[src/rtl/core/sliding_window_peak_counter_defines.svh]
// assertion macros for the peak counter rtl
`ifndef SLIDING_WINDOW_PEAK_COUNTER_DEFINES_SVH
`define SLIDING_WINDOW_PEAK_COUNTER_DEFINES_SVH

// checked only while out of reset
`define SWPC_ASSERT(lbl, prop, msg) \
    lbl: assert property (@(posedge i_clk) disable iff (!i_rst_n) prop) else $error(msg);

// checked at every edge, reset included
`define SWPC_ASSERT_ALWAYS(lbl, prop, msg) \
    lbl: assert property (@(posedge i_clk) prop) else $error(msg);

`endif

[src/rtl/core/swpc_pkg.sv]
// types, constants and helpers for the sliding window peak counter
package swpc_pkg;

    localparam int MAX_WINDOW = 1024;
    localparam int MAX_LENGTH = 65536;
    localparam int MIN_WINDOW = 3;
    localparam int PEAK_CAP   = 1022;

    localparam int RING_AW  = $clog2(MAX_WINDOW);
    localparam int CNT_W    = $clog2(MAX_LENGTH) + 1;
    localparam int SAMPLE_W = 32;
    localparam int WLEN_W   = 11;
    localparam int PEAK_W   = 10;
    localparam int START_W  = 17;
    localparam int BSTART_W = 16;

    typedef struct packed {
        logic               en;
        logic [RING_AW-1:0] addr;
    } t_ring_rd;

    typedef struct packed {
        logic               en;
        logic [RING_AW-1:0] addr;
        logic               data;
    } t_ring_wr;

    // window length clamped to the supported range
    function automatic logic [WLEN_W-1:0] eff_len(input logic [WLEN_W-1:0] v);
        logic [WLEN_W-1:0] k;
        k = v;
        if (v < WLEN_W'(MIN_WINDOW)) begin
            k = WLEN_W'(MIN_WINDOW);
        end else if (v > WLEN_W'(MAX_WINDOW)) begin
            k = WLEN_W'(MAX_WINDOW);
        end
        return k;
    endfunction

endpackage

[src/rtl/core/swpc_ring.sv]
// peak flag ring: 1-bit synchronous memory with same-edge write forwarding
module swpc_ring
    import swpc_pkg::*;
(
    input  logic     i_clk,
    input  t_ring_rd i_rd,
    input  t_ring_wr i_wr,
    output logic     o_flag
);

    logic mem [MAX_WINDOW];
    logic r_rd_data;
    logic r_hit;
    logic r_fwd_data;

    always_ff @(posedge i_clk) begin
        if (i_wr.en) begin
            mem[i_wr.addr] <= i_wr.data;
        end
    end

    always_ff @(posedge i_clk) begin
        if (i_rd.en) begin
            r_rd_data  <= mem[i_rd.addr];
            // a write to the same entry on the read edge wins
            r_hit      <= i_wr.en && (i_wr.addr == i_rd.addr);
            r_fwd_data <= i_wr.data;
        end
    end

    assign o_flag = r_hit ? r_fwd_data : r_rd_data;

endmodule

[src/rtl/core/sliding_window_peak_counter.sv]
// sliding window peak counter top level
// throughput: one item per cycle while the result output is not stalled; the ring read
// is launched on the accept edge and the count update runs when the item leaves s1
// reset: synchronous active low, clears control and sequence state; window
// length returns to 3; the flag ring is not cleared
`include "sliding_window_peak_counter_defines.svh"

module sliding_window_peak_counter
    import swpc_pkg::*;
(
    input  logic              i_clk,
    input  logic              i_rst_n,
    input  logic              i_cfg_valid,
    output logic              o_cfg_ready,
    input  logic [WLEN_W-1:0] i_cfg_data,      // window_length
    input  logic              i_s_axis_tvalid,
    output logic              o_s_axis_tready,
    input  logic [31:0]       i_s_axis_tdata,  // sample
    input  logic              i_s_axis_tlast,  // end_of_sequence
    output logic              o_m_axis_tvalid,
    input  logic              i_m_axis_tready,
    output logic [31:0]       o_m_axis_tdata,  // parts[9:0], window_start[26:10], zero pad
    output logic              o_m_axis_tuser   // too_short
);

    logic [WLEN_W-1:0]   r_wlen;
    logic [WLEN_W-1:0]   k_eff;
    logic [WLEN_W-1:0]   km1;

    logic [CNT_W-1:0]    r_fcnt;
    logic [CNT_W-1:0]    n_fcnt;

    logic                r_s1_valid;
    logic                r_s1_eos;
    logic [SAMPLE_W-1:0] r_s1_sample;
    logic [CNT_W-1:0]    r_s1_e;

    logic [SAMPLE_W-1:0] r_prev;
    logic [SAMPLE_W-1:0] r_prev2;
    logic [PEAK_W-1:0]   r_run;
    logic [PEAK_W-1:0]   r_best;
    logic [BSTART_W-1:0] r_best_start;

    logic                r_out_valid;
    logic [PEAK_W-1:0]   r_out_parts;
    logic [START_W-1:0]  r_out_start;
    logic                r_out_short;

    logic                s_acc;
    logic                s1_go;
    logic                live;
    logic                has_rm;
    logic                has_add;
    logic                removed;
    logic                added;
    logic                ring_flag;
    logic [PEAK_W-1:0]   run_dec;
    logic [PEAK_W-1:0]   n_run;
    logic [CNT_W-1:0]    e1;
    logic [CNT_W-1:0]    k_cnt;
    logic                take_best;
    logic [PEAK_W-1:0]   n_best;
    logic [BSTART_W-1:0] n_best_start;
    logic [CNT_W-1:0]    cnt_final;
    logic                seq_short;
    t_ring_rd            ring_rd;
    t_ring_wr            ring_wr;

    assign o_cfg_ready = 1'b1;

    always_ff @(posedge i_clk) begin
        if (!i_rst_n) begin
            r_wlen <= WLEN_W'(MIN_WINDOW);
        end else if (i_cfg_valid) begin
            r_wlen <= i_cfg_data;
        end
    end

    assign k_eff = eff_len(r_wlen);
    assign km1   = k_eff - WLEN_W'(1);
    assign k_cnt = CNT_W'(k_eff);

    // handshake
    assign s1_go           = r_s1_valid && (!r_s1_eos || !r_out_valid || i_m_axis_tready);
    assign o_s_axis_tready = !r_s1_valid || s1_go;
    assign s_acc           = i_s_axis_tvalid && o_s_axis_tready;

    // front count tracks the position of the next item to be accepted
    always_comb begin
        n_fcnt = r_fcnt;
        if (i_s_axis_tlast) begin
            n_fcnt = '0;
        end else if (r_fcnt < CNT_W'(MAX_LENGTH)) begin
            n_fcnt = r_fcnt + CNT_W'(1);
        end
    end

    // flag that leaves the window interior, fetched on the accept edge
    assign ring_rd.en   = s_acc;
    assign ring_rd.addr = r_fcnt[RING_AW-1:0] - km1[RING_AW-1:0];

    swpc_ring u_ring (
        .i_clk  (i_clk),
        .i_rd   (ring_rd),
        .i_wr   (ring_wr),
        .o_flag (ring_flag)
    );

    // update of the window count
    always_comb begin
        live      = r_s1_e < CNT_W'(MAX_LENGTH);
        has_rm    = live && (r_s1_e >= k_cnt);
        has_add   = live && (r_s1_e >= CNT_W'(2));
        removed   = has_rm && ring_flag;
        added     = has_add && (r_prev > r_prev2) && (r_prev > r_s1_sample);
        run_dec   = (removed && (r_run != '0)) ? r_run - PEAK_W'(1) : r_run;
        n_run     = (added && (run_dec < PEAK_W'(PEAK_CAP))) ? run_dec + PEAK_W'(1) : run_dec;
        e1        = r_s1_e + CNT_W'(1);
        // earliest best window: ties keep the older start
        take_best = live && (e1 >= k_cnt) && ((e1 == k_cnt) || (n_run > r_best));
        n_best       = take_best ? n_run : r_best;
        n_best_start = take_best ? BSTART_W'(e1 - k_cnt) : r_best_start;
        cnt_final = live ? e1 : r_s1_e;
        seq_short = cnt_final < k_cnt;
    end

    // flag of the previous position becomes known with this sample
    assign ring_wr.en   = s1_go && has_add;
    assign ring_wr.addr = r_s1_e[RING_AW-1:0] - RING_AW'(1);
    assign ring_wr.data = added;

    always_ff @(posedge i_clk) begin
        if (!i_rst_n) begin
            r_fcnt       <= '0;
            r_s1_valid   <= 1'b0;
            r_prev       <= '0;
            r_prev2      <= '0;
            r_run        <= '0;
            r_best       <= '0;
            r_best_start <= '0;
            r_out_valid  <= 1'b0;
        end else begin
            if (s_acc) begin
                r_fcnt <= n_fcnt;
            end
            if (s_acc) begin
                r_s1_valid <= 1'b1;
            end else if (s1_go) begin
                r_s1_valid <= 1'b0;
            end
            if (s1_go) begin
                if (r_s1_eos) begin
                    r_prev       <= '0;
                    r_prev2      <= '0;
                    r_run        <= '0;
                    r_best       <= '0;
                    r_best_start <= '0;
                end else if (live) begin
                    r_prev2      <= r_prev;
                    r_prev       <= r_s1_sample;
                    r_run        <= n_run;
                    r_best       <= n_best;
                    r_best_start <= n_best_start;
                end
            end
            if (s1_go && r_s1_eos) begin
                r_out_valid <= 1'b1;
            end else if (i_m_axis_tready) begin
                r_out_valid <= 1'b0;
            end
        end
    end

    always_ff @(posedge i_clk) begin
        if (s_acc) begin
            r_s1_sample <= i_s_axis_tdata;
            r_s1_eos    <= i_s_axis_tlast;
            r_s1_e      <= r_fcnt;
        end
        if (s1_go && r_s1_eos) begin
            r_out_short <= seq_short;
            r_out_parts <= seq_short ? PEAK_W'(1) : n_best + PEAK_W'(1);
            r_out_start <= seq_short ? START_W'(1) : START_W'(n_best_start) + START_W'(1);
        end
    end

    assign o_m_axis_tvalid = r_out_valid;
    assign o_m_axis_tdata  = {5'b0, r_out_start, r_out_parts};
    assign o_m_axis_tuser  = r_out_short;

    `SWPC_ASSERT(a_fcnt_range, r_fcnt <= CNT_W'(MAX_LENGTH), "front count beyond max length")
    `SWPC_ASSERT(a_run_cap, r_run <= PEAK_W'(PEAK_CAP), "running peaks beyond cap")
    `SWPC_ASSERT(a_eos_clears, (s_acc && i_s_axis_tlast) |=> (r_fcnt == '0),
                 "count not cleared after end item")
    `SWPC_ASSERT(a_stall_hold,
                 (r_s1_valid && r_s1_eos && r_out_valid && !i_m_axis_tready)
                 |=> (r_s1_valid && r_s1_eos),
                 "end item lost while output stalled")
    `SWPC_ASSERT_ALWAYS(a_reset_idle,
                        !i_rst_n |=> (!o_m_axis_tvalid && !r_s1_valid),
                        "pipeline not empty after reset")

endmodule
[config.mk]
export PLATFORM = sky130hd
export DESIGN_NAME = sliding_window_peak_counter
export DESIGN_NICKNAME = d
export VERILOG_FILES = /design/src/rtl/core/swpc_pkg.sv /design/src/rtl/core/swpc_ring.sv /design/src/rtl/core/sliding_window_peak_counter.sv
export VERILOG_INCLUDE_DIRS = /design/src /design/src/rtl/core
export SDC_FILE = /design/constraint.sdc
export NUM_CORES = 2
export LEC_CHECK = 0
export BUFFER_PORTS_ARGS = -buffer_cell sky130_fd_sc_hd__buf_2
export CAP_MARGIN = 15
export CORE_MARGIN = 4
export CORE_UTILIZATION = 50
export CTS_CLUSTER_SIZE = 25
export DETAILED_ROUTE_END_ITERATION = 7
export PLACE_DENSITY = 0.77
export SYNTH_ARGS = -nofsm -noshare
export SYNTH_HDL_FRONTEND = slang
export SYNTH_SLANG_ARGS = --single-unit
[constraint.sdc]
create_clock -name i_clk -period 33 [get_ports i_clk]
set_clock_uncertainty 0.15 [all_clocks]
set_input_delay 1.65 -clock i_clk [delete_from_list [all_inputs] [get_ports i_clk]]
set_output_delay 1.65 -clock i_clk [all_outputs]
set_load 0.01 [all_outputs]
[After elaboration in Yosys (flattened, before gate mapping)]
Memories as Yosys holds them, arrays and structs flattened. A register that Yosys moved wholly into a read port is not among the register bits.
Cells that the tools add are included.
Widths: inputs -> output; s select.
Storage, ports and cells
  bits in writable memories: 1024
  memories: 1
  bits in read-only memories: 0
  bits in latches: 0
  register bits: 210
  output and inout port bits: 36
Operators by class
  reduce and logical (&&, ||, !) cells: 28
  multiplexer cells: 26
  bitwise logic cells: 0
  divide/modulo/power cells: 0
  add/subtract/negate cells: 10
  order comparisons: 12
  $mul: 0
  shift operators: 0
  equality and inequality tests: 2
Memory list
  u_ring.mem: depth 1024, bits a word 1, read ports 1, clocked after memory_dff 1, wr ports 1, line swpc_ring.sv:11  | logic mem [MAX_WINDOW];
Operator list (count)
  $mux 32: 4
  $mux 10: 7
  $gt 32x32->1: 2
  $mux 17: 3
  $mux 16: 3
  $add 17x1->17 const B: 2
  $ge 17x11->1: 2
  $lt 17x17->1 const B: 2
  $sub 10x1->10 const B: 3
  $mux 11: 2
  $add 10x1->10 const B: 2
  $add 16x1->17 const B: 1
  $eq 17x11->1: 1
  $ge 17x2->1 const B: 1
  $lt 17x11->1: 1
  $sub 16x11->16: 1
  $logic_and 1x1->1: 14
  $gt 11x11->1 const B: 1
  $lt 11x2->1 const B: 1
  $eq 10x10->1: 1
  $gt 10x10->1: 1
  $lt 10x10->1 const B: 1
  $reduce_bool 10->1: 1
  $sub 10x10->10: 1
  5 further kinds: 20

[Depth between registers and ports, before layout]
  depth in word-level cells: 17
  mapped depth: 35
  mapped depth without buffers: 32

[Cells and area by module]
Synthesis repeated with hierarchy kept, for this count alone.
Second synthesis, totals
  cells, all modules: 4598
  area, all modules: 58383.5 um2
Modules (own cells, without submodules)
  swpc_ring: area each 44869.3 um2, instances 1, cells each 3133, seq. area each 30839.6 um2
  sliding_window_peak_counter: area each 13514.2 um2, instances 1, cells each 1465, seq. area each 4944.7 um2

[Worst setup path after synthesis]
No wires, ideal clock.
  path type: reg-to-reg
  start: register r_prev2[31]
  end: register r_out_start[14], data pin
  clock period less this slack: 32474 ps
  stages on the path, launching flop included: 26
  arrival: 32055 ps
  path slack: 526 ps
  path through: dfxtp_1 inv_1 ha_1 nand4_1 or2_2 nor4_1 o41a_1 o21ai_0 nor2_1 o211ai_1 ha_1 a21oi_1 nor2_1 o311ai_0 a31oi_1 a21oi_2 buf_2 buf_1 nand2_1 o21ai_0 ha_1 inv_1 nor4_2 nand3_1 nor4_1 nor3_1
Between the ends
  cells in the longest elaborated chain, start to end: 10
Ends and longest elaborated chain
  start: declaration: line sliding_window_peak_counter.sv:39  | logic [SAMPLE_W-1:0] r_prev2;
  start signal: assignment: line sliding_window_peak_counter.sv:159  | r_prev2 <= r_prev;
  $gt 32x32->1: line sliding_window_peak_counter.sv:115  | added = has_add && (r_prev > r_prev2) && (r_prev > r_s1_sample);
  $logic_and 1x1->1 (2 in series): line sliding_window_peak_counter.sv:115
  named net added: line sliding_window_peak_counter.sv:55  | logic added;
  $logic_and 1x1->1: line sliding_window_peak_counter.sv:117  | n_run = (added && (run_dec < PEAK_W'(PEAK_CAP))) ? run_dec + PEAK_W'(1) : run_dec;
  $mux 10: line sliding_window_peak_counter.sv:117
  $gt 10x10->1: line sliding_window_peak_counter.sv:120  | take_best = live && (e1 >= k_cnt) && ((e1 == k_cnt) || (n_run > r_best));
  $logic_or 1x1->1: line sliding_window_peak_counter.sv:120
  $logic_and 1x1->1: line sliding_window_peak_counter.sv:120
  $mux 16: line sliding_window_peak_counter.sv:122  | n_best_start = take_best ? BSTART_W'(e1 - k_cnt) : r_best_start;
  $add 16x1->17: line sliding_window_peak_counter.sv:183  | r_out_start <= seq_short ? START_W'(1) : START_W'(n_best_start) + START_W'(1);
  end signal: assignment: line sliding_window_peak_counter.sv:183
  end: declaration: line sliding_window_peak_counter.sv:46  | logic [START_W-1:0] r_out_start;
The timed path passes the listed nets, and every way through them passes these cells.
A chain may end at the register's enable or synchronous reset.

[Worst setup path in the final report]
  start: register r_wlen[6]
  end: register r_out_start[14], data pin
Between the ends
  cells in the longest elaborated chain, start to end: 16
  elaborated cells between the ends (all ways): 23
  classes of those cells: add/sub (3); order compare (7); eq/ne (1); mux (5); reduce/logical (7)
Ends and longest elaborated chain
  start: declaration: line sliding_window_peak_counter.sv:26  | logic [WLEN_W-1:0] r_wlen;
  start signal: assignment: line sliding_window_peak_counter.sv:73  | r_wlen <= WLEN_W'(MIN_WINDOW);
  start signal: assignment: line sliding_window_peak_counter.sv:75  | r_wlen <= i_cfg_data;
  $gt 11x11->1: line swpc_pkg.sv:34  | end else if (v > WLEN_W'(MAX_WINDOW)) begin
  $mux 11: line swpc_pkg.sv:34
  $mux 11 *: line swpc_pkg.sv:32  | if (v < WLEN_W'(MIN_WINDOW)) begin
  $ge 17x11->1: line sliding_window_peak_counter.sv:112  | has_rm = live && (r_s1_e >= k_cnt);
  $logic_and 1x1->1: line sliding_window_peak_counter.sv:112
  $logic_and 1x1->1: line sliding_window_peak_counter.sv:114  | removed = has_rm && ring_flag;
  $logic_and 1x1->1: line sliding_window_peak_counter.sv:116  | run_dec = (removed && (r_run != '0)) ? r_run - PEAK_W'(1) : r_run;
  $mux 10: line sliding_window_peak_counter.sv:116
  $lt 10x10->1: line sliding_window_peak_counter.sv:117
  $logic_and 1x1->1: line sliding_window_peak_counter.sv:117
  $mux 10: line sliding_window_peak_counter.sv:117
  $gt 10x10->1: line sliding_window_peak_counter.sv:120
  $logic_or 1x1->1: line sliding_window_peak_counter.sv:120
  $logic_and 1x1->1: line sliding_window_peak_counter.sv:120
  $mux 16: line sliding_window_peak_counter.sv:122
  $add 16x1->17: line sliding_window_peak_counter.sv:183
Every way passes the cells marked *; elsewhere a longest branch is shown, timed or not.

==> flow_metrics.py <==
metrics = {
    "run_status": {
        "status": "complete, no violations",
    },
    "power_and_ir_drop": {
        "power.density_nw_per_um2": 54.9,
        "peakVddDrop_uv": 57.0,
        "leakage_uw": 0.0198,
    },
    "finish": {
        "area_delta_synth_final_pct": 10.0,
        "seq_area_sq_um": 35800,
        "fillers": 8671,
        "layout.nets": 4313,
        "multi_input_area_sq_um": 19700,
        "drive_gt1_share_pct": 17.3,
    },
    "yosys": {
        "ys_seq_elements": 1235,
        "synth-xor-area-share_pct": 1.57,
        "synthArstFlopShare_pct": 0,
        "syn_area_per_cell_sq_um": 13.6,
        "synth_compound_area_share_pct": 3.59,
        "ys_seq_area_share_pct": 62.7,
        "synth_ff_type": "edfxtp_1",
        "synth_adder_area_share_pct": 3.03,
        "synth_area_leaders": "edfxtp_1, mux4_2, nor2_1, dfxtp_1, ha_1",
        "syn_area_sq_um": 57000,
        "ys_warn_count": 0,
        "synth_edf_count": 1105,
        "synthCells": 4193,
        "synth-simple-area-share_pct": 11.8,
        "synth_top_area_share_pct": 58.2,
        "synthMuxAreaShare_pct": 14.2,
        "synth_top_family_by_area": "multiplexers",
        "ys_types": 76,
        "synth_top_cell_by_area": "edfxtp_1",
    },
    "route": {
        "vias_per_cell": 6.12,
        "drc": 0,
        "dr.pass1.iters": 5,
        "drt_iter0_drc": 4829,
        "wire_per_inst_um": 24.3,
        "antenna_left": 0,
        "routed_wl_um": 139000,
        "num_vias": 35100,
    },
    "critical_path": {
        "start_kind": "flop",
        "r2r_cells": 30,
        "reg2reg_to": "r_out_start[14]",
        "end_kind": "flop",
        "arrival_ns": 8.09,
        "crit_path_top_delay_cell": "o31ai_1",
        "regToRegSetupSlack_ns": 25.19,
        "crit_path_max_fanout": 42,
        "r2r_start": "r_wlen[6]",
        "slowest_delay_ns": 0.78,
        "crit_family": "compound AO/OA/AOI/OAI gates",
        "worst-path-buf-inv": 3,
        "critPathKind": "reg -> reg",
        "worst_ep_required_time_ns": 33.28,
    },
    "clock_network": {
        "cts_buffer_depth": 3,
        "cts_resized": 0,
        "numCtsBuffers": 121,
        "root_buffer": "clkbuf_16",
        "worstSkewPairLatency_ns": 0.77,
        "clkTransAtPathRegs_ns": 0.06,
        "post_cts.repair.setup_buffers": 0,
        "cts_tree": "yes",
        "cts.sinks": 1235,
        "htree_levels": 3,
        "hold_buffers": 0,
    },
    "floorplan": {
        "ios": 85,
        "die_height_um": 346,
        "die_w_um": 346,
        "start_util_pct": 50.6,
        "dieArea_sq_um": 120000,
        "rows": 123,
        "core_area_sq_um": 113000,
    },
    "place": {
        "dp_hpwl_um": 77000,
        "io_buffers": 78,
        "place_congestion": 0.854,
    },
    "min_path": {
        "holdPathEnd": "r_wlen[1]",
        "min_from": "r_wlen[1]",
        "hold_class": "reg -> reg",
        "min_path_cells": 2,
    },
    "sta": {
        "tightest_slew_ns": 1.18,
        "period_share_pct": 23.7,
        "fmax_mhz": 128,
        "whs_ns": 0.332,
        "rsz0062_at_grt": "no",
        "slew_violations": 0,
        "final_hold_viol_count": 0,
        "relSlewSlack_pct": 20.7,
        "finalCriticalPeriod_ns": 7.81,
        "setup_tns_ns": 0,
        "setup_violations": 0,
    },
    "grt": {
        "track_usage_pct": 23.1,
        "grt_pass1_vias": 34700,
        "grt_max_degree": 138,
        "antenna_found_initial": 3,
        "grt_overflow": 0,
        "grt_pass1_wl_um": 213000,
    },
    "flow_run": {
        "cap_viol_max_count": 0,
    },
}
## worst max-delay path by stage
stage / start / end / slack, ns / cells past startpoint
CTS: r_wlen[6] / r_out_start[14] / 25.12 / 30
detailed placement: r_wlen[6] / r_out_start[14] / 25.14 / 30
finish: r_wlen[6] / r_out_start[14] / 25.19 / 30
global route: r_wlen[6] / r_out_start[15] / 24.49 / 27
global placement: r_wlen[6] / r_out_start[14] / 25.23 / 30
floorplan: r_prev2[31] / r_out_start[14] / 0.53 / 25
## through the flow
step	std cells	utilization, %	setup slack [ns]	instance area, sq um	power [uW]
4_1_cts	5732	55.6	25.12	62800	3460
2_1_floorplan	4197	-	0.526	57100	1990
5_1_grt	5733	55.6	24.49	62800	3550
3_3_place_gp	5504	52.0	25.23	58700	2080
3_5_place_dp	5504	52.0	25.14	58700	2080
6_report	5735	55.6	25.19	62800	3450
## worst reg2reg max path, delay by kind of cell, from the launching register on
| family | cells | cell delay (ns) |
|---|---|---|
| multiplexers | 1 | 0.39 |
| XOR/XNOR | 1 | 0.39 |
| buffers and inverters | 3 | 0.66 |
| flip-flops | 1 | 0.32 |
| AND/OR/NAND/NOR | 12 | 2.19 |
| adder cells (fa/ha/maj) | 3 | 0.89 |
| AO/OA/AOI/OAI | 10 | 2.54 |
## cells in the mapped netlist (all sizes together), types with 3 or more instances
master   instances
inv            115
or4              6
xnor2           60
a2111oi          4
nor2b          107
a22oi           90
edfxtp        1105
and4             6
nor3            35
ha             135
xor2            42
a211oi           6
o21bai           7
a21oi           67
and3            12
nand4           39
mux4           340
o211ai           6
nand3           42
a21o            18
o31ai            4
buf            147
a211o            3
nor4            21
clkbuf         193
nand2b           6
mux2            13
o21ai           44
and2            25
nand2          150
o21a             9
o31a             8
a21boi           6
nor2          1107
a31oi            7
or2              7
nor3b            3
o211a            3
dfxtp          130
o2111ai          3
or3              9
mux2i           27
## per-layer routing
| metal | wire [um] | GRT usage, % | up-vias | part of all wire (%) |
|---|---|---|---|---|
| met5 | 0 | 0 | - | 0 |
| met4 | 5030 | 7.98 | 0 | 3.6 |
| met3 | 15000 | 4.88 | 309 | 11 |
| met2 | 67200 | 37.1 | 1841 | 48 |
| met1 | 51800 | 31.7 | 17800 | 37 |
| li1 | - | - | 15200 | - |
## report_power, final
group          total, uW  switching, uW  internal (uW)
Clock               1400            601            799
Sequential          1700           6.86           1690
Combinational        346            198            148
Total               3450            806           2640
## cell usage in the layout, fill, tap and decap left out, types with 41 or more instances in the layout
cell       instances
nor2_1          1105
edfxtp_1        1105
mux4_2           340
ha_1             133
dfxtp_1          130
clkbuf_16        122
nand2_1          118
inv_1            114
nor2b_1          107
a22oi_1           90
buf_2             78
buf_4             66
a21oi_1           65
xnor2_1           58
o21ai_0           43
nand3_1           41
xor2_1            41
## layout make-up
cell class,instances,area share (%)
Inverter,117,0.700
Tap cell,1500,2.99
Timing Repair Buffer,147,1.51
Clock buffer,156,5.18
Clock inverter,72,1.28
Multi-Input combinational cell,2505,31.3
Antenna cell,3,0.0120
Sequential cell,1235,57.0
## state kept, by name, indices dropped and copies added (netlist names), 10 cells and up
register / cells
r_fcnt: 17
r_best: 10
r_prev2: 32
r_s1_e: 17
r_prev: 32
r_wlen: 11
u_ring.mem: 1024
r_s1_sample: 32
r_out_parts: 10
r_out_start: 17
r_best_start: 16
r_run: 10
## cell families (layout without fill, tap and decap cells)
family,after synthesis,in the layout
compound gates,299,299
xor+xnor,102,102
fa+ha+maj,137,137
buf+inv,457,492
flops,1235,1235
mux,380,380
other cells,2,9
simple gates,1581,1581
Note: power is estimated with default switching activity, not from simulation.
